--- config.mk ---
export PLATFORM = sky130hd
export DESIGN_NAME = cht_queue
export DESIGN_NICKNAME = d
export VERILOG_FILES = /design/src/sv/chained_hash_table_engine_macros.svh /design/src/sv/cht_pkg.sv /design/src/sv/cht_queue.sv
export SDC_FILE = /design/constraint.sdc
export NUM_CORES = 1
export LEC_CHECK = 0
export ABC_AREA = 1
export BUFFER_PORTS_ARGS = -buffer_cell sky130_fd_sc_hd__buf_4
export CORE_MARGIN = 2
export CORE_UTILIZATION = 50
export CTS_BUF_LIST = sky130_fd_sc_hd__clkbuf_4
export DETAILED_ROUTE_END_ITERATION = 7
export MAX_ROUTING_LAYER = met4
export PLACE_DENSITY = 0.77
export SKIP_CTS_REPAIR_TIMING = 1
export SLEW_MARGIN = 5
export SYNTH_ARGS = -nofsm -noshare
export SYNTH_HDL_FRONTEND = slang
export SYNTH_SLANG_ARGS = --single-unit
export TNS_END_PERCENT = 20
--- constraint.sdc ---
create_clock -name clk -period 2 [get_ports clk]
set_clock_uncertainty 0.05 [all_clocks]
set_input_delay 0.4 -clock clk [delete_from_list [all_inputs] [get_ports clk]]
set_output_delay 0.4 -clock clk [all_outputs]
set_load 0.01 [all_outputs]
--- src/sv/chained_hash_table_engine_macros.svh ---
`ifndef CHAINED_HASH_TABLE_ENGINE_MACROS_SVH
`define CHAINED_HASH_TABLE_ENGINE_MACROS_SVH

// same-cycle implication, checked out of reset
`define CHT_ASSERT_NOW(lbl, ante, cons) \
    lbl: assert property (@(posedge clk) disable iff (!rst_n) (ante) |-> (cons)) \
        else $error("cht check failed: lbl");

// next-cycle implication, checked out of reset
`define CHT_ASSERT_NEXT(lbl, ante, cons) \
    lbl: assert property (@(posedge clk) disable iff (!rst_n) (ante) |=> (cons)) \
        else $error("cht check failed: lbl");

`endif

--- src/sv/cht_pkg.sv ---
package cht_pkg;

    localparam int DEF_MAX_BUCKETS = 1024;
    localparam int DEF_POOL_NODES  = 1024;
    localparam int DEF_KEY_BYTES   = 8;

    localparam int CFG_W    = 11;
    localparam int COUNT_W  = 11;
    localparam int KEY_W    = 64;
    localparam int VAL_W    = 64;
    localparam int LEN_W    = 4;
    localparam int HASH_W   = 32;
    localparam int QUEUE_DEPTH = 2;

    localparam logic [CFG_W-1:0] BC_RESET = 11'd1021;

    typedef enum logic [1:0] {
        CMD_PUT    = 2'd0,
        CMD_GET    = 2'd1,
        CMD_REMOVE = 2'd2,
        CMD_NOP    = 2'd3
    } cht_cmd_t;

    typedef enum logic [2:0] {
        ST_INSERTED = 3'd0,
        ST_REPLACED = 3'd1,
        ST_FOUND    = 3'd2,
        ST_MISSING  = 3'd3,
        ST_FULL     = 3'd4
    } cht_status_t;

    typedef struct packed {
        cht_cmd_t           cmd;
        logic [KEY_W-1:0]   key;
        logic [LEN_W-1:0]   len;
        logic [VAL_W-1:0]   val;
    } cht_item_t;

    typedef enum logic [2:0] {
        F_IDLE,
        F_HASH,
        F_FIN,
        F_DIV,
        F_PUSH
    } cht_front_state_t;

    typedef enum logic [3:0] {
        B_CLEAR,
        B_IDLE,
        B_HEAD,
        B_CHECK,
        B_NODE,
        B_DECIDE,
        B_FREE,
        B_ALLOC,
        B_LINK
    } cht_back_state_t;

endpackage

--- src/sv/cht_queue.sv ---
module cht_queue #(
    parameter int WIDTH = 8
) (
    input  logic             clk,
    input  logic             rst_n,
    input  logic             push,
    input  logic [WIDTH-1:0] push_data,
    output logic             full,
    input  logic             pop,
    output logic [WIDTH-1:0] pop_data,
    output logic             valid
);
    import cht_pkg::*;

    localparam int PTR_W = (QUEUE_DEPTH > 1) ? $clog2(QUEUE_DEPTH) : 1;
    localparam int CNT_W = $clog2(QUEUE_DEPTH + 1);

    logic [WIDTH-1:0] slot_reg [QUEUE_DEPTH];
    logic [PTR_W-1:0] wr_ptr_reg, wr_ptr_next;
    logic [PTR_W-1:0] rd_ptr_reg, rd_ptr_next;
    logic [CNT_W-1:0] count_reg, count_next;

    assign full     = (count_reg == CNT_W'(QUEUE_DEPTH));
    assign valid    = (count_reg != '0);
    assign pop_data = slot_reg[rd_ptr_reg];

    always_comb
    begin
        wr_ptr_next = wr_ptr_reg;
        rd_ptr_next = rd_ptr_reg;
        count_next  = count_reg;
        if (push)
        begin
            wr_ptr_next = (wr_ptr_reg == PTR_W'(QUEUE_DEPTH - 1)) ? '0 : wr_ptr_reg + 1'b1;
        end
        if (pop)
        begin
            rd_ptr_next = (rd_ptr_reg == PTR_W'(QUEUE_DEPTH - 1)) ? '0 : rd_ptr_reg + 1'b1;
        end
        if (push && !pop)
        begin
            count_next = count_reg + 1'b1;
        end
        else if (pop && !push)
        begin
            count_next = count_reg - 1'b1;
        end
    end

    always_ff @(posedge clk or negedge rst_n)
    begin
        if (!rst_n)
        begin
            wr_ptr_reg <= '0;
            rd_ptr_reg <= '0;
            count_reg  <= '0;
        end
        else
        begin
            wr_ptr_reg <= wr_ptr_next;
            rd_ptr_reg <= rd_ptr_next;
            count_reg  <= count_next;
        end
    end

    always_ff @(posedge clk)
    begin
        if (push)
        begin
            slot_reg[wr_ptr_reg] <= push_data;
        end
    end

endmodule

==> out/results.txt <==
count of state elements after synthesis -> 20
Layout area overhead -> 28.90%
wire per inst -> 13.90 um
synth unique cells -> 12
status -> completed
DRT antenna net count -> 0
drt pass-1 iters -> 5
cell family with most CP delay -> flip-flops
Placer Congestion -> 0.7106
PD cells -> 1370 nW/um^2
drt drc -> 0
via count -> 457
number of global-route vias before repair -> 453
Arr. time, crit path -> 1.45 ns
Critical R2R Capture -> slot_reg[1][0]$_DFFE_PP_
Crit. End Element -> output pin
Port Buffer Count -> 21
die footprint -> 1976 sq um
Pint -> 1.046 mW
Chip Height -> 44.46 um
number of flip-flops in the largest register -> 16
via/cell ratio -> 4.967
CTS tree -> yes
fin crit share -> 95.19%
I/O pins -> 22
Reg clk slew, reported paths -> 0.12 ns
Initial Util -> 53.69%
NumNets Final -> 90
drt first-iter violations -> 12
ant diodes -> 0
final hold slack -> 0.2189 ns
Leakage Power -> 0.4794 nW
post-synthesis average cell area -> 16.37 sq um
Syn Inst Count -> 50
GRT Overall Usage -> 15.74%
Worst Path Max Fanout -> 9
final hold vios -> 0
Max-Cap Viols -> 0
register area share after synthesis -> 70.95%
FF-to-FF path depth -> 2
fin. max-slew vios -> 0
Hold Path Sink -> slot_reg[1][1]$_DFFE_PP_
achievable frequency -> 525.3 MHz
Core Rows -> 14
RSZ-0062 raised after global routing -> no
placed cell area -> 992.2 sq um
Slew Limit Headroom -> 66.65%
startpoint of the worst hold path -> push_data[1]
reg-to-reg setup timing slack -> 0.90 ns
most frequent cells in the layout -> buf_4, edfxtp_1, mux2_4
VDD IR-drop max -> 0.8050 mV
core area -> 1524 sq um
sequential share of power -> 45.3%
setup tns final -> 0 ns
Num CTS Buffers -> 3
worst flop-to-flop path startpoint -> wr_ptr_reg$_DFFE_PN0P_
Sw Pwr -> 0.3994 mW
grt total ovfl -> 0
H-tree depth -> 1
later-pin clock latency in the skew report -> 0.30 ns
post-route cell area -> 1055 sq um
first-pass GRT wire length -> 1.987 mm
Comb pwr share -> 32.0%
layout cells sized above 1 -> 44.74%
worst-path cell chain -> mux2_4 > buf_4
initial antenna violation count -> 0
Die W -> 44.46 um
Critical Path RT -> 1.55 ns
Longest Clk Path Bufs -> 2
commonest non-fill, non-tap cell in the layout -> buf_4
min-delay worst type -> in2reg
switching share of power -> 27.64%
Clock power frac -> 22.7%
Worst path max stage delay -> 0.67 ns
Post-Syn Area -> 818.3 sq um
Post-Syn Nets -> 63
measured slew at the worst slew-check pin -> 0.5002 ns
Layout fillers -> 107
Crit Path Class -> reg2out
largest net degree at the start of global routing -> 13
Slowest cell on crit path -> dfrtp_1
hold path depth -> 1
CTS Sinks -> 20
Final Setup Violations -> 0
Clk Tree Root Cell -> clkbuf_4
critical path startpoint category -> register
final worst path period need -> 1.904 ns
WL final -> 1.279 mm
CP bufs+invs -> 1
DP Wirelength -> 849.4 um
synth warn -> 0
worst max path at each step:
stage,to,start,cells past startpoint
5_1_grt,pop_data[4],rd_ptr_reg$_DFFE_PN0P_,2
6_report,pop_data[4],rd_ptr_reg$_DFFE_PN0P_,2
3_5_place_dp,pop_data[4],rd_ptr_reg$_DFFE_PN0P_,2
3_3_place_gp,pop_data[4],rd_ptr_reg$_DFFE_PN0P_,2
2_1_floorplan,pop_data[0],rd_ptr_reg$_DFFE_PN0P_,2
4_1_cts,pop_data[4],rd_ptr_reg$_DFFE_PN0P_,2
per-stage QoR:
step | instances | setup slack, ns | util (%) | power (mW)
final | 92 | 0.09629 | 69.21 | 1.445
after global routing | 92 | 0.04376 | 69.21 | 1.515
after CTS | 91 | 0.08840 | 68.55 | 1.455
after detailed placement | 87 | 0.4295 | 65.11 | 1.124
after global placement | 87 | 0.4239 | 65.11 | 1.110
after floorplan | 50 | 0.7465 | - | 0.9443
synthesized netlist by cell type, drive strengths merged:
cell    number  share of area (%)
dfrtp        4                 12
nand4        1               0.77
xor2         2                2.1
buf          1                1.4
nand2        6                2.8
inv          7                3.2
edfxtp      16                 59
nor2         2               0.92
ha           1                1.5
xnor2        1                1.1
nand3        1               0.61
mux2         8                 15
per-layer routing:
layer  vias up  GRT usage (%)  routed length, um
li1        224              -                  -
met3         6          1.224                 76
met2        20          25.29                651
met4         0          14.55                 55
met1       207          17.13                495
met5         -              -                  0
power groups by stage:
stage               clock network, mW  registers (mW)  logic (mW)
global placement                    0           0.658       0.452
floorplan                           0           0.609       0.335
global route                    0.349           0.666       0.501
detailed placement                  0           0.662       0.462
finish                          0.328           0.654       0.462
CTS                             0.332           0.654       0.468
final cells by class:
type / count / area (sq um) / share of cell area (%)
Clock buffer: 3 / 22.52 / 2.135
Tap cell: 16 / 20.02 / 1.898
Sequential cell: 20 / 580.6 / 55.04
Timing Repair Buffer: 23 / 175.2 / 16.61
Clock inverter: 1 / 30.03 / 2.847
Inverter: 7 / 26.28 / 2.491
Multi-Input combinational cell: 22 / 200.2 / 18.98
cell families (layout without fill, tap and decap cells):
group | count (synthesis) | in the layout | share of synthesized area [%]
XOR/XNOR | 3 | 3 | 3.212
adder cells (fa/ha/maj) | 1 | 1 | 1.529
buffers and inverters | 8 | 34 | 4.588
flip-flops | 20 | 20 | 70.95
multiplexers | 8 | 8 | 14.68
AND/OR/NAND/NOR | 10 | 10 | 5.046
No activity file was read; power rests on OpenSTA's default activity.
