**src/sv/chained_hash_table_engine_macros.svh**
```systemverilog
`ifndef CHAINED_HASH_TABLE_ENGINE_MACROS_SVH
`define CHAINED_HASH_TABLE_ENGINE_MACROS_SVH

// same-cycle implication, checked out of reset
`define CHT_ASSERT_NOW(lbl, ante, cons) \
    lbl: assert property (@(posedge clk) disable iff (!rst_n) (ante) |-> (cons)) \
        else $error("cht check failed: lbl");

// next-cycle implication, checked out of reset
`define CHT_ASSERT_NEXT(lbl, ante, cons) \
    lbl: assert property (@(posedge clk) disable iff (!rst_n) (ante) |=> (cons)) \
        else $error("cht check failed: lbl");

`endif

```
**src/sv/cht_pkg.sv**
```systemverilog
package cht_pkg;

    localparam int DEF_MAX_BUCKETS = 1024;
    localparam int DEF_POOL_NODES  = 1024;
    localparam int DEF_KEY_BYTES   = 8;

    localparam int CFG_W    = 11;
    localparam int COUNT_W  = 11;
    localparam int KEY_W    = 64;
    localparam int VAL_W    = 64;
    localparam int LEN_W    = 4;
    localparam int HASH_W   = 32;
    localparam int QUEUE_DEPTH = 2;

    localparam logic [CFG_W-1:0] BC_RESET = 11'd1021;

    typedef enum logic [1:0] {
        CMD_PUT    = 2'd0,
        CMD_GET    = 2'd1,
        CMD_REMOVE = 2'd2,
        CMD_NOP    = 2'd3
    } cht_cmd_t;

    typedef enum logic [2:0] {
        ST_INSERTED = 3'd0,
        ST_REPLACED = 3'd1,
        ST_FOUND    = 3'd2,
        ST_MISSING  = 3'd3,
        ST_FULL     = 3'd4
    } cht_status_t;

    typedef struct packed {
        cht_cmd_t           cmd;
        logic [KEY_W-1:0]   key;
        logic [LEN_W-1:0]   len;
        logic [VAL_W-1:0]   val;
    } cht_item_t;

    typedef enum logic [2:0] {
        F_IDLE,
        F_HASH,
        F_FIN,
        F_DIV,
        F_PUSH
    } cht_front_state_t;

    typedef enum logic [3:0] {
        B_CLEAR,
        B_IDLE,
        B_HEAD,
        B_CHECK,
        B_NODE,
        B_DECIDE,
        B_FREE,
        B_ALLOC,
        B_LINK
    } cht_back_state_t;

endpackage

```
**src/sv/cht_front.sv**
```systemverilog
module cht_front #(
    parameter int MAX_BUCKETS = 1024,
    parameter int KEY_BYTES   = 8,
    parameter int BW          = 10
) (
    input  logic                      clk,
    input  logic                      rst_n,
    input  logic                      enable,
    input  logic                      in_valid,
    output logic                      in_ready,
    input  cht_pkg::cht_item_t        in_item,
    input  logic [cht_pkg::CFG_W-1:0] num_buckets,
    input  logic                      q_full,
    output logic                      q_push,
    output cht_pkg::cht_item_t        q_item,
    output logic [BW-1:0]             q_bucket
);
    import cht_pkg::*;

    cht_front_state_t state_reg, state_next;
    cht_item_t        item_reg, item_next;
    logic [HASH_W-1:0] h_reg, h_next;
    logic [LEN_W-1:0]  i_reg, i_next;
    logic [CFG_W-1:0]  rem_reg, rem_next;
    logic [CFG_W-1:0]  bc_reg, bc_next;
    logic [4:0]        div_reg, div_next;

    logic [LEN_W-1:0]  len_c;
    logic [KEY_W-1:0]  key_m;
    logic [CFG_W-1:0]  bc_c;
    logic [7:0]        hbyte;
    logic [HASH_W-1:0] r1, r2, r3, f1, f2, f3;
    logic [CFG_W:0]    trial;
    logic              fits;

    assign in_ready = enable && (state_reg == F_IDLE);
    assign q_item   = item_reg;
    assign q_bucket = BW'(rem_reg);

    always_comb
    begin
        len_c = (in_item.len > LEN_W'(KEY_BYTES)) ? LEN_W'(KEY_BYTES) : in_item.len;
        for (int k = 0; k < KEY_W / 8; k++)
        begin
            key_m[8*k +: 8] = (LEN_W'(k) < len_c) ? in_item.key[8*k +: 8] : 8'd0;
        end
        if (num_buckets == '0)
        begin
            bc_c = CFG_W'(1);
        end
        else if ((MAX_BUCKETS < (1 << CFG_W)) && (num_buckets > CFG_W'(MAX_BUCKETS)))
        begin
            bc_c = CFG_W'(MAX_BUCKETS);
        end
        else
        begin
            bc_c = num_buckets;
        end
    end

    // one-at-a-time round and final mix
    always_comb
    begin
        hbyte = item_reg.key[{i_reg[2:0], 3'b000} +: 8];
        r1 = h_reg + HASH_W'(hbyte);
        r2 = r1 + (r1 << 10);
        r3 = r2 ^ (r2 >> 6);
        f1 = h_reg + (h_reg << 3);
        f2 = f1 ^ (f1 >> 11);
        f3 = f2 + (f2 << 15);
        trial = {rem_reg, h_reg[HASH_W-1]};
        fits  = (trial >= {1'b0, bc_reg});
    end

    always_comb
    begin
        state_next = state_reg;
        case (state_reg)
            F_IDLE:
            begin
                if (in_valid && in_ready)
                begin
                    state_next = F_HASH;
                end
            end
            F_HASH:
            begin
                if (i_reg == item_reg.len)
                begin
                    state_next = F_FIN;
                end
            end
            F_FIN:
            begin
                state_next = F_DIV;
            end
            F_DIV:
            begin
                if (div_reg == 5'd31)
                begin
                    state_next = F_PUSH;
                end
            end
            F_PUSH:
            begin
                if (!q_full)
                begin
                    state_next = F_IDLE;
                end
            end
            default:
            begin
                state_next = F_IDLE;
            end
        endcase
    end

    always_comb
    begin
        item_next = item_reg;
        h_next    = h_reg;
        i_next    = i_reg;
        rem_next  = rem_reg;
        bc_next   = bc_reg;
        div_next  = div_reg;
        q_push    = 1'b0;
        case (state_reg)
            F_IDLE:
            begin
                item_next     = in_item;
                item_next.key = key_m;
                item_next.len = len_c;
                bc_next       = bc_c;
                h_next        = '0;
                i_next        = '0;
            end
            F_HASH:
            begin
                if (i_reg != item_reg.len)
                begin
                    h_next = r3;
                    i_next = i_reg + 1'b1;
                end
            end
            F_FIN:
            begin
                h_next   = f3;
                rem_next = '0;
                div_next = '0;
            end
            F_DIV:
            begin
                // restoring remainder, one hash bit per cycle
                rem_next = fits ? CFG_W'(trial - {1'b0, bc_reg}) : trial[CFG_W-1:0];
                h_next   = h_reg << 1;
                div_next = div_reg + 1'b1;
            end
            F_PUSH:
            begin
                q_push = !q_full;
            end
            default:
            begin
            end
        endcase
    end

    always_ff @(posedge clk or negedge rst_n)
    begin
        if (!rst_n)
        begin
            state_reg <= F_IDLE;
        end
        else
        begin
            state_reg <= state_next;
        end
    end

    always_ff @(posedge clk)
    begin
        item_reg <= item_next;
        h_reg    <= h_next;
        i_reg    <= i_next;
        rem_reg  <= rem_next;
        bc_reg   <= bc_next;
        div_reg  <= div_next;
    end

endmodule

```
**config.mk**
```make
export PLATFORM = sky130hd
export DESIGN_NAME = cht_front
export DESIGN_NICKNAME = d
export VERILOG_FILES = /design/src/sv/chained_hash_table_engine_macros.svh /design/src/sv/cht_pkg.sv /design/src/sv/cht_front.sv
export SDC_FILE = /design/constraint.sdc
export NUM_CORES = 1
export LEC_CHECK = 0
export ABC_CLOCK_PERIOD_IN_PS = 12400
export BUFFER_PORTS_ARGS = -buffer_cell sky130_fd_sc_hd__buf_2
export CAP_MARGIN = 10
export CELL_PAD_IN_SITES_DETAIL_PLACEMENT = 1
export CELL_PAD_IN_SITES_GLOBAL_PLACEMENT = 1
export CORE_ASPECT_RATIO = 1.4
export CORE_MARGIN = 2
export CORE_UTILIZATION = 39
export CTS_CLUSTER_SIZE = 24
export DETAILED_ROUTE_END_ITERATION = 10
export PLACE_DENSITY = 0.88
export SLEW_MARGIN = 20
export SYNTH_ARGS = -nofsm -noshare
export SYNTH_HDL_FRONTEND = slang
export SYNTH_SLANG_ARGS = --single-unit
```
**constraint.sdc**
```tcl
create_clock -name clk -period 12.4 [get_ports clk]
set_input_delay 0 -clock clk [delete_from_list [all_inputs] [get_ports clk]]
set_output_delay 0 -clock clk [all_outputs]
set_load 0.01 [all_outputs]
```
==> results of run 1 <==
[metrics by stage]
stage | instance area (um2) | cells | util, % | hold WS, ps | setup slack, ps
after floorplan | 12960 | 1162 | - | -295.6 | 519.3
after global placement | 14890 | 1871 | 45.10 | -200.3 | 6114
after detailed placement | 14890 | 1871 | 45.10 | -194.8 | 5809
after CTS | 17040 | 2056 | 51.60 | 225.3 | 5723
after global routing | 17060 | 2056 | 51.66 | 242.4 | 4636
final | 17060 | 2057 | 51.67 | 235.5 | 4827
[routing by layer]
metal | track usage (%) | vias to the layer above
met5 | 0 | -
met1 | 31.74 | 6099
li1 | - | 5161
met3 | 6.509 | 313
met4 | 21.86 | 0
met2 | 56.78 | 827
[area by class of cell]
type,instances,area (um2)
Inverter,46,172.7
Clock buffer,17,425.4
Fill cell,3644,15960
Sequential cell,200,5992
Antenna cell,1,2.502
Timing Repair Buffer,461,3108
Multi-Input combinational cell,873,6621
Tap cell,445,556.8
Clock inverter,14,178.9
[critical path: cells and delay by family (launching register included)]
family	cells	cell delay, ps
compound gates	13	2970
fa+ha+maj	5	1720
flops	1	1020
xor+xnor	3	660
simple gates	1	160
mux	2	720
[final timing paths]
check / end / slack, ps / cells past startpoint
min in group asynchronous: state_reg[1] / 420 / 3
setup / recovery: h_reg[20] / 4830 / 24
max in group asynchronous: state_reg[2] / 11800 / 3
hold reg to reg: div_reg[0] / 640 / 1
hold / removal: q_item[12] / 240 / 2
setup reg to reg: h_reg[20] / 4830 / 24
[synthesized netlist by cell type (all sizes together) (6+ instances only)]
cell type	n
nand3	27
a211o	8
clkbuf	26
nand2	60
mux4	16
mux2	9
o21bai	13
nand2b	15
nor4	8
and3	11
a21oi	72
edfxtp	197
a21boi	7
o21a	9
a211oi	11
nor2b	78
xor2	55
a22oi	8
xnor2	85
buf	17
a21o	26
a31oi	12
mux2i	7
o22ai	14
and2	14
nor3	21
ha	86
inv	45
nor2	74
nand4	12
o211ai	6
o21ai	50
[cells by family after synthesis]
kind of cell             count (synthesis)  synth area share (%)
XOR/XNOR                               143                 10.05
AND/OR/NAND/NOR                        341                 13.76
multiplexers                            32                 4.102
AO/OA/AOI/OAI                          265                 13.78
flip-flops                             200                 46.21
buffers and inverters                   89                 2.943
adder cells (fa/ha/maj)                 92                 9.158
[what timing repair did]
item / 4_1_cts / 5_1_grt
setup endpoints to repair: 0 / 0
hold buffers: 154 / 0
endpoints found under the hold margin: 150 / 0
==> summary.txt, run 1 <==
Setup path
  • Startpoint class of the critical path: register
  • Data required time of the critical path: 12600 ps
  • Setup Crit Path Kind: reg2reg
  • Ordered cell list for the critical path: mux4_2, mux2_2, ha_1, fa_1, a21o_1, a21oi_1, o21bai_1, a21oi_1, o21bai_1, a21oi_1, nor2_1, xor2_1, ha_1, fa_1, a21oi_1, o21ai_0, o31ai_1, o2bb2ai_1, maj3_2, o21ai_0, a31oi_1, xor2_1, xnor2_1, o22ai_1
  • Largest fanout on the critical path: 19
  • Data arrival, critical path: 7770 ps
  • Worst setup path startpoint: i_reg[1]
  • Most common cell on crit path: a21oi_1
  • Sort of element at the end of the critical path: register
  • Critical R2R Launch: i_reg[1]
  • Cell with the biggest individual delay on the critical path: edfxtp_1
  • Slowest cell delay on critical path: 1020 ps

Synthesis
  • Yosys top cell area share: 45.63%
  • Number of enable-type register cells in the synthesized netlist: 197
  • Post-Synthesis Cell Area: 0.01296 mm2
  • Yosys warning total: 0
  • Synthesized instance count: 1162
  • Post-synthesis sequential area ratio: 46.21%
  • Synth Net Count: 1403
  • Share of flip-flops with an asynchronous set or reset after synthesis: 1.500%
  • Distinct cells, synth: 84
  • Number of synthesized register bits: 200
  • Largest area contributor in the synthesized netlist: edfxtp_1
  • Most frequently used flop master after synthesis: edfxtp_1
  • Most area-consuming cells after synthesis: edfxtp_1 (46%), ha_1 (8.3%), xnor2_1 (5.7%), nor2b_1 (3.8%), xor2_1 (3.7%)
  • Syn avg cell area: 11.16 um2

STA
  • Slew Limit Fails: 0
  • Worst-margin pin slew: 1035 ps
  • Portion of the clock cycle consumed by the worst path in the final layout: 61.07%
  • Number of hold-slack violations in the final timing report: 0
  • Accumulated negative setup slack: 0 ps
  • Final Setup Violations: 0
  • Unrepaired setup endpoints after global routing: no
  • Worst-case headroom to the max-slew limit: 30.48%
  • Setup skew after layout: 26.23 ps
  • Post-route minimum period: 7573 ps
  • FMAX: 132.0 MHz

Route
  • Met3 wirelength from detailed routing: 4050 um
  • Met2 WL post-DR: 29680 um
  • Routed via count divided by cell count: 6.028
  • Avg WL per Cell: 27.94 um
  • Uppermost signal routing layer after detailed routing: met4
  • WL met1: 18750 um
  • Drt initial violations: 1080
  • Router iterations before antenna repair: 5
  • Vias post-DR: 12400
  • Routed wire length: 57480 um
  • DRT antenna net count: 0
  • DRC: 0

Cells and area
  • Commonest cells after routing, fill and taps aside: buf_2 (295), edfxtp_1 (197), dlygate4sd3_1 (154)
  • Largest register FFs: 134
  • Most common cell after layout, fill and taps aside: buf_2
  • Area growth from synthesis to final layout: 31.57%
  • Final net count: 1840
  • Share of final-layout standard cells stronger than drive strength 1: 24.52%

Floorplan
  • Core region area: 0.03301 mm2
  • Site row count: 79
  • Die Footprint: 0.03474 mm2
  • Die Width: 158.1 um
  • Number of primary I/O pins: 296
  • Starting density of the core: 39.27%
  • Height of the chip: 219.7 um

Hold path
  • Worst hold path class: in2reg
  • Start point of the worst min-delay path: in_item[12]

Global route
  • Wire length of the first global-routing pass: 80390 um
  • Maximum number of pins on one net before global-route repair: 74
  • Gr usage total: 31.33%
  • GRT overflow: 0
  • Number of global-route vias before repair: 13250
  • Antenna violations before repair: 1

Clock network
  • Clock sinks: 200
  • Number of H-tree levels: 4
  • Buffers inserted during post-CTS setup optimization: 0
  • Worst skew pair latency: 490 ps
  • Max Root-Sink Buffers: 2
  • Number of gates resized after CTS: 0
  • TritonCTS buffer count: 17
  • CTS tree: done
  • Clock slew seen by the registers of the worst setup and hold paths: 100 ps
  • Root buffer cell: clkbuf_16

Place
  • Port-buffer cells: 295
  • GPL Wtd Cong: 0.9414
  • Placed wire-length estimate: 34860 um

Flow run
  • MaxCap Viol Count: 0

Run status
  • Status: finished clean
Power of run 1 is not shown: default switching activity piles up to over one toggle a cycle in this logic, so the estimate is an artifact.
==> run 2, diff against run 1 <==
Settings changed: ABC_AREA set to 1, ABC_CLOCK_PERIOD_IN_PS 12400 to 6500, CORE_UTILIZATION 39 to 37, PLACE_DENSITY 0.88 to 0.87.
Clock period 12.4 ns to 6.5 ns, I/O delays scaled along.
==> run 2 against run 1 <==
Compared with the run above:
- the run now ends with setup timing left
- non-clock buffer count is 2 lower
- clock-buffer cell count increased by 6
- die area increased by 10%
- largest cell class unchanged
==> summary.txt, run 2 <==
Clock network
  • Clock sinks: 200
  • Worst skew pair latency: 490 ps
  • Number of H-tree levels: 4
  • TritonCTS buffer count: 17
  • Root buffer cell: clkbuf_16
  • Clock slew seen by the registers of the worst setup and hold paths: 100 ps
  • Max Root-Sink Buffers: 2
  • CTS tree: done

Cells and area
  • Area growth from synthesis to final layout: 30.12%
  • Most common cell after layout, fill and taps aside: buf_2
  • Share of final-layout standard cells stronger than drive strength 1: 20.06%
  • Fillcell total: 4265
  • Multi-input gate area: 0.006544 mm2
  • Largest register FFs: 134
  • Sequential standard cell area: 0.005991 mm2
  • Final net count: 2277
  • Commonest cells after routing, fill and taps aside: buf_2 (295), nand2_1 (272), inv_1 (237)

Setup path
  • Reg-to-reg slack, setup: -100 ps
  • Data arrival, critical path: 6830 ps
  • Critical R2R Launch: i_reg[0]
  • Largest fanout on the critical path: 38
  • Sort of element at the end of the critical path: register
  • Endpoint of the worst-slack reg-to-reg timing path: h_reg[25]
  • Startpoint class of the critical path: register
  • Worst setup path startpoint: i_reg[0]
  • Slowest cell delay on critical path: 670 ps
  • Setup Crit Path Kind: reg2reg
  • Buffers plus inverters on the worst setup path: 4
  • Most common cell on crit path: nand3_1
  • Cell with the biggest individual delay on the critical path: o21ai_0
  • Register-to-Register Path Depth: 26
  • Data required time of the critical path: 6740 ps
  • Kind of cell adding the most delay to the critical path: compound AO/OA/AOI/OAI gates

Synthesis
  • Most common cell in the netlist: nand2_1
  • Yosys top cell area share: 43.44%
  • Synth Net Count: 1837
  • Number of synthesized register bits: 200
  • Distinct cells, synth: 60
  • Post-synthesis sequential area ratio: 44.00%
  • Synthesized instance count: 1596
  • Most area-consuming cells after synthesis: edfxtp_1 (43%), ha_1 (7.9%), nand2_1 (7.5%), inv_1 (6.6%), nor2_1 (5.4%)
  • Most frequently used flop master after synthesis: edfxtp_1
  • Largest area contributor in the synthesized netlist: edfxtp_1
  • Post-Synthesis Cell Area: 0.01362 mm2
  • Yosys warning total: 0
  • Number of enable-type register cells in the synthesized netlist: 197
  • Top post-synthesis cells by count: nand2_1 (272), inv_1 (239), edfxtp_1 (197), nor2_1 (195), a21oi_1 (100)
  • Share of flip-flops with an asynchronous set or reset after synthesis: 1.500%
  • Syn avg cell area: 8.532 um2

Route
  • Drt initial violations: 2353
  • Router iterations before antenna repair: 7
  • Routed via count divided by cell count: 6.276
  • Vias post-DR: 15820
  • Avg WL per Cell: 30.16 um
  • DRC: 0
  • Routed wire length: 76040 um
  • DRT antenna net count: 0

Floorplan
  • Starting density of the core: 37.36%
  • Height of the chip: 231.0 um
  • Die Width: 166.1 um
  • Die Footprint: 0.03837 mm2
  • Site row count: 83
  • Core region area: 0.03645 mm2
  • Number of primary I/O pins: 296

Global route
  • Maximum number of pins on one net before global-route repair: 79
  • Number of global-route vias before repair: 16620
  • Wire length of the first global-routing pass: 105900 um
  • Gr usage total: 36.98%
  • GRT overflow: 0
  • Antenna violations before repair: 8

Hold path
  • Hold Path Sink: q_item[64]
  • Worst hold path class: in2reg
  • Cell count of the worst hold path: 3
  • Start point of the worst min-delay path: in_item[64]

Place
  • Worst setup timing slack at the placement stage: 691.0 ps
  • Placed wire-length estimate: 42240 um
  • GPL Wtd Cong: 0.9553
  • Port-buffer cells: 295

Run status
  • Violations in the final reports: setup timing
  • Status: finished, violations left

STA
  • Portion of the clock cycle consumed by the worst path in the final layout: 101.5%
  • Worst-case headroom to the max-slew limit: 24.85%
  • Final hold slack: 56.18 ps
  • Setup slack of the critical path after layout: -98.20 ps
  • FMAX: 151.6 MHz
  • Worst-margin pin slew: 1127 ps
  • Post-route minimum period: 6598 ps
  • Final Setup Violations: 3
  • Number of hold-slack violations in the final timing report: 0
  • Accumulated negative setup slack: -232.7 ps
  • Setup skew after layout: 31.52 ps
  • Slew Limit Fails: 0

Flow run
  • MaxCap Viol Count: 0
[run 2: worst max path at each step]
stage                            to  slack, ps  depth (start not counted)
after floorplan            i_reg[0]       1340                          5
after global placement    h_reg[15]       1100                         32
after detailed placement  h_reg[21]        690                         34
after CTS                 h_reg[15]        600                         29
after global routing      h_reg[25]       -210                         27
final                     h_reg[25]       -100                         26
[run 2: cells by family (layout without fill, tap and decap cells)]
group | Yosys count | in the layout | share of synthesized area (%)
DFF | 200 | 200 | 44.00
xor gates and xnor gates | 92 | 92 | 5.973
AOI/OAI and AO/OA | 269 | 269 | 11.60
and+or+nand+nor | 660 | 660 | 21.67
adders and majority gates | 91 | 91 | 8.637
buffers and inverters | 284 | 737 | 8.132
other | 0 | 5 | 0
[run 2: per-stage QoR]
step,util (%),std cells,cell area (um2)
after floorplan,-,1596,13620
after global placement,42.79,2330,15600
after detailed placement,42.79,2330,15600
after CTS,48.45,2511,17660
after global routing,48.58,2517,17710
final,48.61,2521,17720
[run 2: timing repair]
action / in CTS / in global routing
resized for setup: 0 / 3
endpoints found under the hold margin: 149 / 0
setup endpoints to repair: 0 / 21
buffers inserted: 0 / 4
hold buffers: 149 / 0
[run 2: cell type report]
class	instances	area share (%)
antenna	5	0.07062
tap	467	3.298
clock inverter	9	0.5861
timing repair buffer	459	17.39
clock buffer	23	2.641
inverter	245	5.233
sequential	200	33.81
multi-input combinational	1112	36.93
timing repair inverter	1	0.04237
[run 2: routing by layer]
metal  share of wire, %  GRT usage [%]  up-vias
li1                   -              -     6258
met1                 31          39.00     7324
met2                 45          61.88     1634
met3                 12          9.703      598
met4                 11          30.87        8
met5               0.14              0        -
[run 2: worst reg2reg max path, delay by kind of cell, from the launching register on]
kind,cells,cell delay [ps]
DFF,1,340
and+or+nand+nor,12,1910
adders and majority gates,2,910
buffers and inverters,4,930
xor gates and xnor gates,1,230
AOI/OAI and AO/OA,7,2040
Power of run 2 is left out for the same reason.
